--- src/rtl/slr_pkg.sv ---
// ============================================================================
// slr_pkg - scope reference ledger shared types
// Operation and status codes, payload structs and the front-to-back command.
// ============================================================================
`default_nettype none

package slr_pkg;

    // Command count fields are sized for the largest ledger (64 entries plus one).
    localparam int CMD_CNT_W = 7;
    localparam int HANDLE_W  = 32;
    localparam int OVF_W     = 16;
    localparam logic [OVF_W-1:0] OVF_MAX = '1;

    typedef enum logic [1:0] {
        OP_ENTER    = 2'd0,
        OP_TRACK    = 2'd1,
        OP_EXIT     = 2'd2,
        OP_SHUTDOWN = 2'd3
    } op_t;

    typedef enum logic [2:0] {
        ST_DONE     = 3'd0,
        ST_IGNORED  = 3'd1,
        ST_FULL     = 3'd2,
        ST_OVERFLOW = 3'd3,
        ST_NO_SCOPE = 3'd4
    } status_t;

    typedef struct packed {
        op_t                 operation;
        logic [HANDLE_W-1:0] handle;
        logic                immortal;
    } in_item_t;

    typedef struct packed {
        logic [HANDLE_W-1:0] released_handle;
        logic                release_valid;
        logic                last;
        status_t             status;
    } out_item_t;

    typedef enum logic [1:0] {
        CK_REPORT  = 2'd0,
        CK_WRITE   = 2'd1,
        CK_RELEASE = 2'd2
    } cmd_kind_t;

    // hi is the write address for CK_WRITE, the ledger count for CK_RELEASE
    typedef struct packed {
        cmd_kind_t            kind;
        status_t              status;
        logic [HANDLE_W-1:0]  handle;
        logic [CMD_CNT_W-1:0] lo;
        logic [CMD_CNT_W-1:0] hi;
    } cmd_t;

endpackage

`default_nettype wire

--- src/rtl/scope_reference_ledger.sv ---
// ============================================================================
// scope_reference_ledger - nested-scope handle ledger
// Tracks object handles in nested scopes and releases them on scope exit.
// ============================================================================
// Enter and track items are taken one per cycle while the command queue has
// room; each gives one result. Exit and shutdown items that close a real scope
// hold the input while the scope mark is fetched from the mark memory; the
// others do not. The back end then reads the ledger memory one entry per cycle
// while pop keeps up, so an exit that releases n handles delivers them newest
// first, each read through a registered memory output. The result queue (four
// deep) lets results wait for pop while new items are still taken. After reset
// the block is ready at once; no clearing pass is needed.
`default_nettype none

module scope_reference_ledger #(
    parameter int MAX_SCOPES  = 16,
    parameter int MAX_ENTRIES = 64
) (
    input  wire logic               clk,
    input  wire logic               rst_n,
    input  wire logic               push,
    output logic                    full,
    input  wire slr_pkg::in_item_t  item,
    output logic                    empty,
    input  wire logic               pop,
    output slr_pkg::out_item_t      result
);

    localparam int CMD_DEPTH = 2;
    localparam int OUT_DEPTH = 4;

    logic                               cmd_push;
    logic                               cmd_pop;
    logic                               cmd_full;
    logic                               cmd_empty;
    slr_pkg::cmd_t                      cmd_in;
    slr_pkg::cmd_t                      cmd_out;
    logic                               out_push;
    slr_pkg::out_item_t                 out_item;
    logic [$clog2(OUT_DEPTH+1)-1:0]     out_count;

    slr_front #(
        .MAX_SCOPES  (MAX_SCOPES),
        .MAX_ENTRIES (MAX_ENTRIES)
    ) u_front (
        .clk      (clk),
        .rst_n    (rst_n),
        .push     (push),
        .item     (item),
        .full     (full),
        .cmd_push (cmd_push),
        .cmd      (cmd_in),
        .cmd_full (cmd_full)
    );

    slr_fifo #(
        .DEPTH (CMD_DEPTH),
        .T     (slr_pkg::cmd_t)
    ) u_cmd_q (
        .clk   (clk),
        .rst_n (rst_n),
        .push  (cmd_push),
        .wdata (cmd_in),
        .pop   (cmd_pop),
        .rdata (cmd_out),
        .full  (cmd_full),
        .empty (cmd_empty),
        .count ()
    );

    slr_back #(
        .MAX_ENTRIES (MAX_ENTRIES),
        .OUT_DEPTH   (OUT_DEPTH)
    ) u_back (
        .clk       (clk),
        .rst_n     (rst_n),
        .cmd_empty (cmd_empty),
        .cmd       (cmd_out),
        .cmd_pop   (cmd_pop),
        .out_count (out_count),
        .out_push  (out_push),
        .out_item  (out_item)
    );

    slr_fifo #(
        .DEPTH (OUT_DEPTH),
        .T     (slr_pkg::out_item_t)
    ) u_out_q (
        .clk   (clk),
        .rst_n (rst_n),
        .push  (out_push),
        .wdata (out_item),
        .pop   (pop),
        .rdata (result),
        .full  (),
        .empty (empty),
        .count (out_count)
    );

    // front end never pushes a command into a full queue
    a_cmd_no_overrun : assert property (@(posedge clk) disable iff (!rst_n)
        cmd_push |-> !cmd_full)
        else $error("command pushed into full queue");

    // back end never stages a result without a free slot
    a_out_no_overrun : assert property (@(posedge clk) disable iff (!rst_n)
        out_push |-> (out_count != OUT_DEPTH[$clog2(OUT_DEPTH+1)-1:0]) || pop)
        else $error("result pushed into full queue");

    // a result without a release always closes its item
    a_report_last : assert property (@(posedge clk) disable iff (!rst_n)
        (!empty && !result.release_valid) |-> result.last)
        else $error("non-release result without last");

    // release transfers always report done
    a_release_status : assert property (@(posedge clk) disable iff (!rst_n)
        (!empty && result.release_valid) |-> (result.status == slr_pkg::ST_DONE))
        else $error("release result with non-done status");

endmodule

`default_nettype wire

--- src/rtl/slr_fifo.sv ---
// ============================================================================
// slr_fifo - small synchronous queue
// Register-based queue; DEPTH must be a power of two of at least two.
// ============================================================================
`default_nettype none

module slr_fifo #(
    parameter int  DEPTH = 2,
    parameter type T     = logic
) (
    input  wire logic                       clk,
    input  wire logic                       rst_n,
    input  wire logic                       push,
    input  wire T                           wdata,
    input  wire logic                       pop,
    output T                                rdata,
    output logic                            full,
    output logic                            empty,
    output logic [$clog2(DEPTH+1)-1:0]      count
);

    localparam int PW = (DEPTH > 1) ? $clog2(DEPTH) : 1;
    localparam int CW = $clog2(DEPTH+1);

    T                store_reg [DEPTH];
    logic [PW-1:0]   wr_ptr_reg;
    logic [PW-1:0]   rd_ptr_reg;
    logic [CW-1:0]   count_reg;
    logic            do_push;
    logic            do_pop;

    assign full    = (count_reg == CW'(DEPTH));
    assign empty   = (count_reg == '0);
    assign count   = count_reg;
    assign rdata   = store_reg[rd_ptr_reg];
    assign do_push = push && !full;
    assign do_pop  = pop && !empty;

    always_ff @(posedge clk or negedge rst_n)
    begin
        if (!rst_n)
        begin
            wr_ptr_reg <= '0;
            rd_ptr_reg <= '0;
            count_reg  <= '0;
        end
        else
        begin
            if (do_push)
                wr_ptr_reg <= wr_ptr_reg + 1'b1;
            if (do_pop)
                rd_ptr_reg <= rd_ptr_reg + 1'b1;
            if (do_push && !do_pop)
                count_reg <= count_reg + 1'b1;
            else if (do_pop && !do_push)
                count_reg <= count_reg - 1'b1;
        end
    end

    always_ff @(posedge clk)
    begin
        if (do_push)
            store_reg[wr_ptr_reg] <= wdata;
    end

endmodule

`default_nettype wire

--- src/rtl/slr_front.sv ---
// ============================================================================
// slr_front - scope bookkeeping and item classification
// Owns the mark stack, open/overflow scope counts and the ledger count, and
// turns each item into one command for the back end.
// ============================================================================
`default_nettype none

module slr_front #(
    parameter int MAX_SCOPES  = 16,
    parameter int MAX_ENTRIES = 64
) (
    input  wire logic             clk,
    input  wire logic             rst_n,
    input  wire logic             push,
    input  wire slr_pkg::in_item_t item,
    output logic                  full,
    output logic                  cmd_push,
    output slr_pkg::cmd_t         cmd,
    input  wire logic             cmd_full
);

    localparam int SCP_W  = $clog2(MAX_SCOPES+1);
    localparam int SADR_W = (MAX_SCOPES > 1) ? $clog2(MAX_SCOPES) : 1;
    localparam int CNT_W  = $clog2(MAX_ENTRIES+1);
    localparam int OVF_W  = slr_pkg::OVF_W;
    localparam int CCW    = slr_pkg::CMD_CNT_W;

    typedef enum logic {
        F_IDLE,
        F_MARK
    } fstate_t;

    fstate_t              state_reg, state_next;
    logic [SCP_W-1:0]     open_reg, open_next;
    logic [OVF_W-1:0]     ovf_reg, ovf_next;
    logic [CNT_W-1:0]     cnt_reg, cnt_next;

    logic [CNT_W-1:0]     mark_mem [MAX_SCOPES];
    logic [CNT_W-1:0]     mark_q;
    logic                 mark_we;
    logic                 mark_re;
    logic [SADR_W-1:0]    mark_wa;
    logic [SADR_W-1:0]    mark_ra;
    logic                 accept;

    assign full   = (state_reg != F_IDLE) || cmd_full;
    assign accept = push && !full;

    always_comb
    begin
        state_next = state_reg;
        open_next  = open_reg;
        ovf_next   = ovf_reg;
        cnt_next   = cnt_reg;
        mark_we    = 1'b0;
        mark_re    = 1'b0;
        mark_wa    = SADR_W'(open_reg);
        mark_ra    = '0;
        cmd_push   = 1'b0;
        cmd.kind   = slr_pkg::CK_REPORT;
        cmd.status = slr_pkg::ST_DONE;
        cmd.handle = item.handle;
        cmd.lo     = '0;
        cmd.hi     = CCW'(cnt_reg);

        unique case (state_reg)
            F_IDLE:
            begin
                if (accept)
                begin
                    unique case (item.operation)
                        slr_pkg::OP_ENTER:
                        begin
                            cmd_push = 1'b1;
                            if (open_reg == SCP_W'(MAX_SCOPES))
                            begin
                                cmd.status = slr_pkg::ST_OVERFLOW;
                                if (ovf_reg != slr_pkg::OVF_MAX)
                                    ovf_next = ovf_reg + 1'b1;
                            end
                            else
                            begin
                                mark_we   = 1'b1;
                                open_next = open_reg + 1'b1;
                            end
                        end
                        slr_pkg::OP_TRACK:
                        begin
                            cmd_push = 1'b1;
                            if (item.handle == '0 || item.immortal)
                                cmd.status = slr_pkg::ST_IGNORED;
                            else if (cnt_reg == CNT_W'(MAX_ENTRIES))
                                cmd.status = slr_pkg::ST_FULL;
                            else
                            begin
                                cmd.kind = slr_pkg::CK_WRITE;
                                cnt_next = cnt_reg + 1'b1;
                            end
                        end
                        slr_pkg::OP_EXIT:
                        begin
                            if (ovf_reg != '0)
                            begin
                                cmd_push   = 1'b1;
                                cmd.status = slr_pkg::ST_OVERFLOW;
                                ovf_next   = ovf_reg - 1'b1;
                            end
                            else if (open_reg == '0)
                            begin
                                cmd_push   = 1'b1;
                                cmd.status = slr_pkg::ST_NO_SCOPE;
                            end
                            else
                            begin
                                // innermost mark comes out of the mark memory next cycle
                                mark_re    = 1'b1;
                                mark_ra    = SADR_W'(open_reg - 1'b1);
                                open_next  = open_reg - 1'b1;
                                state_next = F_MARK;
                            end
                        end
                        slr_pkg::OP_SHUTDOWN:
                        begin
                            ovf_next = '0;
                            if (open_reg == '0)
                                cmd_push = 1'b1;
                            else
                            begin
                                mark_re    = 1'b1;
                                open_next  = '0;
                                state_next = F_MARK;
                            end
                        end
                    endcase
                end
            end
            F_MARK:
            begin
                if (!cmd_full)
                begin
                    cmd_push   = 1'b1;
                    cmd.kind   = slr_pkg::CK_RELEASE;
                    cmd.lo     = CCW'(mark_q);
                    if (cnt_reg > mark_q)
                        cnt_next = mark_q;
                    state_next = F_IDLE;
                end
            end
        endcase
    end

    always_ff @(posedge clk or negedge rst_n)
    begin
        if (!rst_n)
        begin
            state_reg <= F_IDLE;
            open_reg  <= '0;
            ovf_reg   <= '0;
            cnt_reg   <= '0;
        end
        else
        begin
            state_reg <= state_next;
            open_reg  <= open_next;
            ovf_reg   <= ovf_next;
            cnt_reg   <= cnt_next;
        end
    end

    always_ff @(posedge clk)
    begin
        if (mark_we)
            mark_mem[mark_wa] <= cnt_reg;
        if (mark_re)
            mark_q <= mark_mem[mark_ra];
    end

endmodule

`default_nettype wire

--- src/rtl/slr_back.sv ---
// ============================================================================
// slr_back - ledger memory and release sequencer
// Executes commands: writes tracked handles, reports status, and walks the
// ledger from the top down to a mark, one release per cycle while the result queue has room.
// ============================================================================
`default_nettype none

module slr_back #(
    parameter int MAX_ENTRIES = 64,
    parameter int OUT_DEPTH   = 4
) (
    input  wire logic                         clk,
    input  wire logic                         rst_n,
    input  wire logic                         cmd_empty,
    input  wire slr_pkg::cmd_t                cmd,
    output logic                              cmd_pop,
    input  wire logic [$clog2(OUT_DEPTH+1)-1:0] out_count,
    output logic                              out_push,
    output slr_pkg::out_item_t                out_item
);

    localparam int EADR_W = (MAX_ENTRIES > 1) ? $clog2(MAX_ENTRIES) : 1;
    localparam int OCW    = $clog2(OUT_DEPTH+1);
    localparam int CCW    = slr_pkg::CMD_CNT_W;
    localparam int HW     = slr_pkg::HANDLE_W;

    typedef enum logic {
        B_IDLE,
        B_RUN
    } bstate_t;

    bstate_t              state_reg, state_next;
    logic [CCW-1:0]       cur_reg, cur_next;
    logic [CCW-1:0]       lo_reg, lo_next;
    logic                 s_vld_reg, s_vld_next;
    logic                 s_mem_reg, s_mem_next;
    logic                 s_last_reg, s_last_next;
    slr_pkg::status_t     s_status_reg, s_status_next;

    logic [HW-1:0]        ledger_mem [MAX_ENTRIES];
    logic [HW-1:0]        rd_q;
    logic                 led_we;
    logic                 led_re;
    logic [EADR_W-1:0]    led_wa;
    logic [EADR_W-1:0]    led_ra;
    logic [CCW-1:0]       top_idx;
    logic [CCW-1:0]       run_idx;
    logic                 room;

    // the staged result already holds a slot of the result queue
    assign room    = ({1'b0, out_count} + {{OCW{1'b0}}, s_vld_reg}) < (OCW+1)'(OUT_DEPTH);
    assign top_idx = cmd.hi - 1'b1;
    assign run_idx = cur_reg - 1'b1;

    always_comb
    begin
        state_next    = state_reg;
        cur_next      = cur_reg;
        lo_next       = lo_reg;
        s_vld_next    = 1'b0;
        s_mem_next    = 1'b0;
        s_last_next   = 1'b1;
        s_status_next = slr_pkg::ST_DONE;
        cmd_pop       = 1'b0;
        led_we        = 1'b0;
        led_re        = 1'b0;
        led_wa        = EADR_W'(cmd.hi);
        led_ra        = EADR_W'(top_idx);

        unique case (state_reg)
            B_IDLE:
            begin
                if (!cmd_empty && room)
                begin
                    cmd_pop    = 1'b1;
                    s_vld_next = 1'b1;
                    unique case (cmd.kind)
                        slr_pkg::CK_WRITE:
                            led_we = 1'b1;
                        slr_pkg::CK_REPORT:
                            s_status_next = cmd.status;
                        slr_pkg::CK_RELEASE:
                        begin
                            if (cmd.hi > cmd.lo)
                            begin
                                led_re      = 1'b1;
                                s_mem_next  = 1'b1;
                                s_last_next = (top_idx == cmd.lo);
                                cur_next    = top_idx;
                                lo_next     = cmd.lo;
                                if (top_idx != cmd.lo)
                                    state_next = B_RUN;
                            end
                        end
                        default:
                            s_status_next = cmd.status;
                    endcase
                end
            end
            B_RUN:
            begin
                if (room)
                begin
                    led_re      = 1'b1;
                    led_ra      = EADR_W'(run_idx);
                    s_vld_next  = 1'b1;
                    s_mem_next  = 1'b1;
                    s_last_next = (run_idx == lo_reg);
                    cur_next    = run_idx;
                    if (run_idx == lo_reg)
                        state_next = B_IDLE;
                end
            end
        endcase
    end

    always_ff @(posedge clk or negedge rst_n)
    begin
        if (!rst_n)
        begin
            state_reg <= B_IDLE;
            s_vld_reg <= 1'b0;
        end
        else
        begin
            state_reg <= state_next;
            s_vld_reg <= s_vld_next;
        end
    end

    always_ff @(posedge clk)
    begin
        cur_reg      <= cur_next;
        lo_reg       <= lo_next;
        s_mem_reg    <= s_mem_next;
        s_last_reg   <= s_last_next;
        s_status_reg <= s_status_next;
    end

    always_ff @(posedge clk)
    begin
        if (led_we)
            ledger_mem[led_wa] <= cmd.handle;
        if (led_re)
            rd_q <= ledger_mem[led_ra];
    end

    assign out_push = s_vld_reg;

    always_comb
    begin
        if (s_mem_reg)
        begin
            out_item.released_handle = rd_q;
            out_item.release_valid   = 1'b1;
            out_item.last            = s_last_reg;
            out_item.status          = slr_pkg::ST_DONE;
        end
        else
        begin
            out_item.released_handle = '0;
            out_item.release_valid   = 1'b0;
            out_item.last            = 1'b1;
            out_item.status          = s_status_reg;
        end
    end

endmodule

`default_nettype wire
--- config.mk ---
export PLATFORM = sky130hd
export DESIGN_NAME = scope_reference_ledger
export DESIGN_NICKNAME = d
export VERILOG_FILES = /design/src/rtl/slr_pkg.sv /design/src/rtl/scope_reference_ledger.sv /design/src/rtl/slr_fifo.sv /design/src/rtl/slr_front.sv /design/src/rtl/slr_back.sv
export SDC_FILE = /design/constraint.sdc
export NUM_CORES = 2
export LEC_CHECK = 0
export ABC_AREA = 1
export BUFFER_PORTS_ARGS = -buffer_cell sky130_fd_sc_hd__clkbuf_2
export CAP_MARGIN = 10
export CORE_MARGIN = 2
export CORE_UTILIZATION = 25
export CTS_CLUSTER_SIZE = 10
export DETAILED_ROUTE_END_ITERATION = 10
export GPL_TIMING_DRIVEN = 0
export PLACE_DENSITY = 0.42
export SETUP_SLACK_MARGIN = 0.4
export SLEW_MARGIN = 20
export SYNTH_ARGS = -nofsm -noshare
export SYNTH_HDL_FRONTEND = slang
export SYNTH_HIERARCHICAL = 1
export SYNTH_SLANG_ARGS = --single-unit
--- constraint.sdc ---
create_clock -name clk -period 9.2 [get_ports clk]
set_input_delay 0.46 -clock clk [delete_from_list [all_inputs] [get_ports clk]]
set_output_delay 0.46 -clock clk [all_outputs]
set_load 0.01 [all_outputs]
# After elaboration in Yosys (flattened, before gate mapping)
# Memory sizes are Yosys's and may differ from the RTL's. A register that Yosys moved wholly into a read port is not among the register bits.
# Index checks and enable logic that the tools add are counted.
[op_classes]
addsub = 16
eq_ne = 30
bitwise_logic = 3
magnitude_cmp = 3
n_reduce_logical = 37
n_mux = 96
[op_table]
columns = ["operator", "n"]
rows = [
  ["7-bit 2-to-1 mux", 12],
  ["16-bit 2-to-1 mux", 3],
  ["16-bit one-hot mux with 3 select lines", 1],
  ["1-bit 2-to-1 mux", 41],
  ["37-bit 2-to-1 mux", 1],
  ["32-bit zero test", 1],
  ["7-bit one-hot mux with 2 select lines", 2],
  ["5-bit 2-to-1 mux", 5],
  ["2-bit inequality test, second input constant", 11],
  ["4-bit 2-to-1 mux", 5],
  ["3-bit 2-to-1 mux", 6],
  ["16-bit by 1-bit adder with 16-bit output, second input constant", 1],
  ["16-bit inequality test, second input constant", 1],
  ["16-bit nonzero test", 1],
  ["16-bit by 1-bit subtractor with 16-bit output, second input constant", 1],
  ["5-bit one-hot mux with 3 select lines", 1],
  ["7-bit == test", 2],
  ["7-bit > comparator", 2],
  ["2-bit 2-to-1 mux", 7],
  ["1-bit one-hot mux with 2 select lines", 7],
  ["7-bit by 1-bit subtractor with 7-bit output, second input constant", 2],
  ["6-bit 2-to-1 mux", 2],
  ["2-bit by 1-bit inequality test with 1-bit output, second input constant", 6],
  ["6-bit AND reduction", 2],
  ["other kinds (32)", 62],
]
[word_totals]
mem_count = 4
inputBits = 39
regBits = 61
ram_bits = 2410
[mem_list]
columns = ["memory", "depth", "word_bits", "rd", "rd_ports_with_merged_regs", "write_ports", "line_no", "text"]
rows = [
  ["u_back.ledger_mem", 64, 32, 1, 1, 1, "slr_back.sv:40", "logic [HW-1:0] ledger_mem [MAX_ENTRIES];"],
  ["u_out_q.store_reg", 4, 37, 1, 0, 1, "slr_fifo.sv:25", "T store_reg [DEPTH];"],
  ["u_front.mark_mem", 16, 7, 1, 1, 1, "slr_front.sv:38", "logic [CNT_W-1:0] mark_mem [MAX_SCOPES];"],
  ["u_cmd_q.store_reg", 2, 51, 1, 0, 1, "slr_fifo.sv:25", ""],
]

# Longest topological paths before layout
[logic_depth]
word_depth = 11
ltp_mapped = 20
depth_no_buf = 16

# Cells and area by module
# The synthesis kept the hierarchy.
[modules_own_cells]
columns = ["module", "cells_each", "seq_area_each_um2", "n_inst", "area_per_inst_um2"]
rows = [
  ["slr_back", 8775, 63030.5, 1, 91876.9],
  ["slr_front", 924, 4299.1, 1, 8281.7],
  ["slr_fifo (u_out_q)", 493, 4619.4, 1, 6379.9],
  ["slr_fifo (u_cmd_q)", 298, 3163.0, 1, 3943.8],
]

# Least setup slack after synthesis
# No wires, ideal clock.
[synth_timing]
path_type = "reg2reg"
from = "register u_cmd_q.rd_ptr_reg"
to = "register u_back.rd_q[0] (read register of u_back.ledger_mem) (enable)"
path_buffers = 3
required_time_ps = 8733
setup_time_ps = 467
synth_period_minus_slack_ps = 4535
path_stages_with_launch = 14
setup_slack_ps = 4665
arrival_ps = 4067
path_cell_list = "dfrtp_1 buf_4 inv_4 buf_4 nand2_1 nand2_1 clkbuf_2 inv_2 ha_1 o21ai_0 nand4_1 o211ai_1 o311ai_0 o21ai_0"
[synth_rtl]
columns = ["element", "line_no", "text"]
rows = [
  ["start: declaration", "slr_fifo.sv:27", "logic [PW-1:0] rd_ptr_reg;"],
  ["start signal: assignment", "slr_fifo.sv:52", "rd_ptr_reg <= rd_ptr_reg + 1'b1;"],
  ["end: declaration", "slr_back.sv:41", "logic [HW-1:0] rd_q;"],
]

==> run_results.csv <==
group,metric,value,unit
status,status,"finished clean",
worst_hold_path,holdPathStages,3,
cells_and_area,final_layout_size_suffix_gt1_frac,0.101,
worst_hold_path,hold_class,"input pin to flip-flop",
global_route,grt_usage,0.186,
critical_path,crit_end,"u_back/rd_q[18]$_DFFE_PP_",
placement,globalplace.congestion,0.984,
critical_path,r2r_cells,15,
timing,rsz0062_at_grt,"no",
floorplanning,core,441000,um^2
floorplanning,die_y,669,um
clocking,clkTransAtPathRegs,0.05,ns
drt,drt_iter0_drc,7719,
drt,wirelength,425000,um
drt,ant_nets,0,
critical_path,cp-start-kind,"flip-flop",
floorplanning,start_util,0.251,
critical_path,cp_max_fo,11,
drt,wl_met1,188000,um
drt,route.met2.wl,194000,um
timing,fin_skew,0.0423,ns
clocking,cts_buffer_depth,4,
clocking,clkLatencyLatePin,0.93,ns
global_route,grt_first_pass_wirelength,580000,um
timing,hold_violations,0,
global_route,grt_pass1_vias,71635,
drt,firstDrtPassIters,6,
job,drv_cap,0,
logic_synthesis,synth.yosys.warnings,6,
clocking,h-tree-depth,5,
clocking,cts_made_buffers,302,
timing,tightest_slew,1.28,ns
timing,period_share,0.653,
clocking,clock_sinks,2510,
placement,io_buffers,77,
cells_and_area,largest_reg_flops,2048,
global_route,antenna_found_initial,55,
drt,route.detailed.drc,0,
timing,fin_tns_setup,0,ns
global_route,grt-ovfl-total,0,
floorplanning,fp.dieW,669,um
drt,route.met3.wl,27500,um
critical_path,r2r_setup_slack,3.19,ns
clocking,cts_resized,0,
cells_and_area,area_delta_synth_final,19.5,%
timing,period_needed,6.01,ns
timing,maxSlewHeadroom,0.137,
global_route,grt_max_degree,53,
logic_synthesis,synth_cells,10489,
cells_and_area,nets,11167,
clocking,root_buffer,"clkbuf_16",
critical_path,startpoint,"u_cmd_q/rd_ptr_reg$_DFFE_PN0P_",
drt,via_per_inst,4.48,
clocking,cts_tree,"done",
drt,num_vias,76761,
critical_path,end_kind,"flip-flop",
critical_path,cp.required,9.80,ns
logic_synthesis,syn-num-nets,10575,
logic_synthesis,syn_area,110000,um^2
cells_and_area,fin_util,0.299,
logic_synthesis,synth.avg_cell_area,10.5,um^2
floorplanning,die-area,447000,um^2
cells_and_area,mostFrequentLayoutCells,"nand2_1 (2,527), edfxtp_1 (2,463), nand3_1 (2,134)",
floorplanning,io_pins,78,
floorplanning,rows,244,
timing,setup_viol,0,
placement,dpl.hpwl,305000,um
timing,slew_violations,0,
critical_path,setup.worst_path.class,"flip-flop to flip-flop",
clocking,post_cts_buffers,0,
cells_and_area,final_common_cell,"nand2_1",
drt,highest_layer,"met4",
critical_path,r2r-end,"u_back/rd_q[18]$_DFFE_PP_",
drt,avgRoutedWirePerCell,24.8,um
critical_path,crit_arrival,6.61,ns
critical_path,reg2reg_from,"u_cmd_q/rd_ptr_reg$_DFFE_PN0P_",
timing,max_freq,166,MHz
[metal layers]
metal / GRT usage / vias to the layer above
li1: - / 35639
met4: 0.0669 / 0
met1: 0.255 / 38035
met5: 0 / -
met2: 0.298 / 2551
met3: 0.0275 / 536
[through the flow]
step	instance area, um^2	hold slack (ns)	setup WS [ns]	std cells
6_report	132000	0.0761	3.19	17144
5_1_grt	132000	0.0988	3.21	17124
4_1_cts	132000	0.00652	3.47	17123
3_5_place_dp	123000	0.384	3.46	16641
3_3_place_gp	118000	0.470	0.189	16470
2_1_floorplan	110000	0.164	4.67	10489
[cell type report]
class	instances	area, um^2
Antenna cell	21	52.6
Timing Repair Buffer	288	4720
Tap cell	5904	7390
Buffer	568	2820
Multi-Input combinational cell	5361	25700
Clock buffer	396	8100
Inverter	2050	7700
Fill cell	45726	309000
Sequential cell	2510	75100
Clock inverter	46	458
[worst max-delay path, cell delays in order (launching register included)]
cell and delay [ns]:
dfrtp_1 0.32, buf_4 0.23, buf_2 0.46, nand2_1 0.09
nand2_1 0.14, clkbuf_2 0.25, inv_2 0.14, ha_1 0.24
nand3_1 0.12, xor2_1 0.14, o21ai_0 1.01, clkbuf_1 0.77
buf_2 0.37, nand3_1 0.73, nand3_1 0.36, nand2_1 0.25
[how the worst min path moves through the flow]
stage                                               from                            endpoint
final                                            item[0]  u_cmd_q/store_reg[0][46]$_DFFE_PP_
after global routing                             item[0]  u_cmd_q/store_reg[1][46]$_DFFE_PP_
after CTS                                        item[0]  u_cmd_q/store_reg[0][46]$_DFFE_PP_
after detailed placement                           rst_n      u_front/ovf_reg[5]$_DFFE_PN0P_
after global placement    u_cmd_q/wr_ptr_reg$_DFFE_PN0P_      u_cmd_q/wr_ptr_reg$_DFFE_PN0P_
after floorplan                                    rst_n           u_back/out_push$_DFF_PN0_
[repair_timing]
action	in CTS	in global routing
hold buffers	40	0
endpoints found under the hold margin	111	0
setup endpoints to repair	0	0
Power is not shown: default switching activity piles up to over one toggle a cycle in this logic, so the estimate is an artifact.
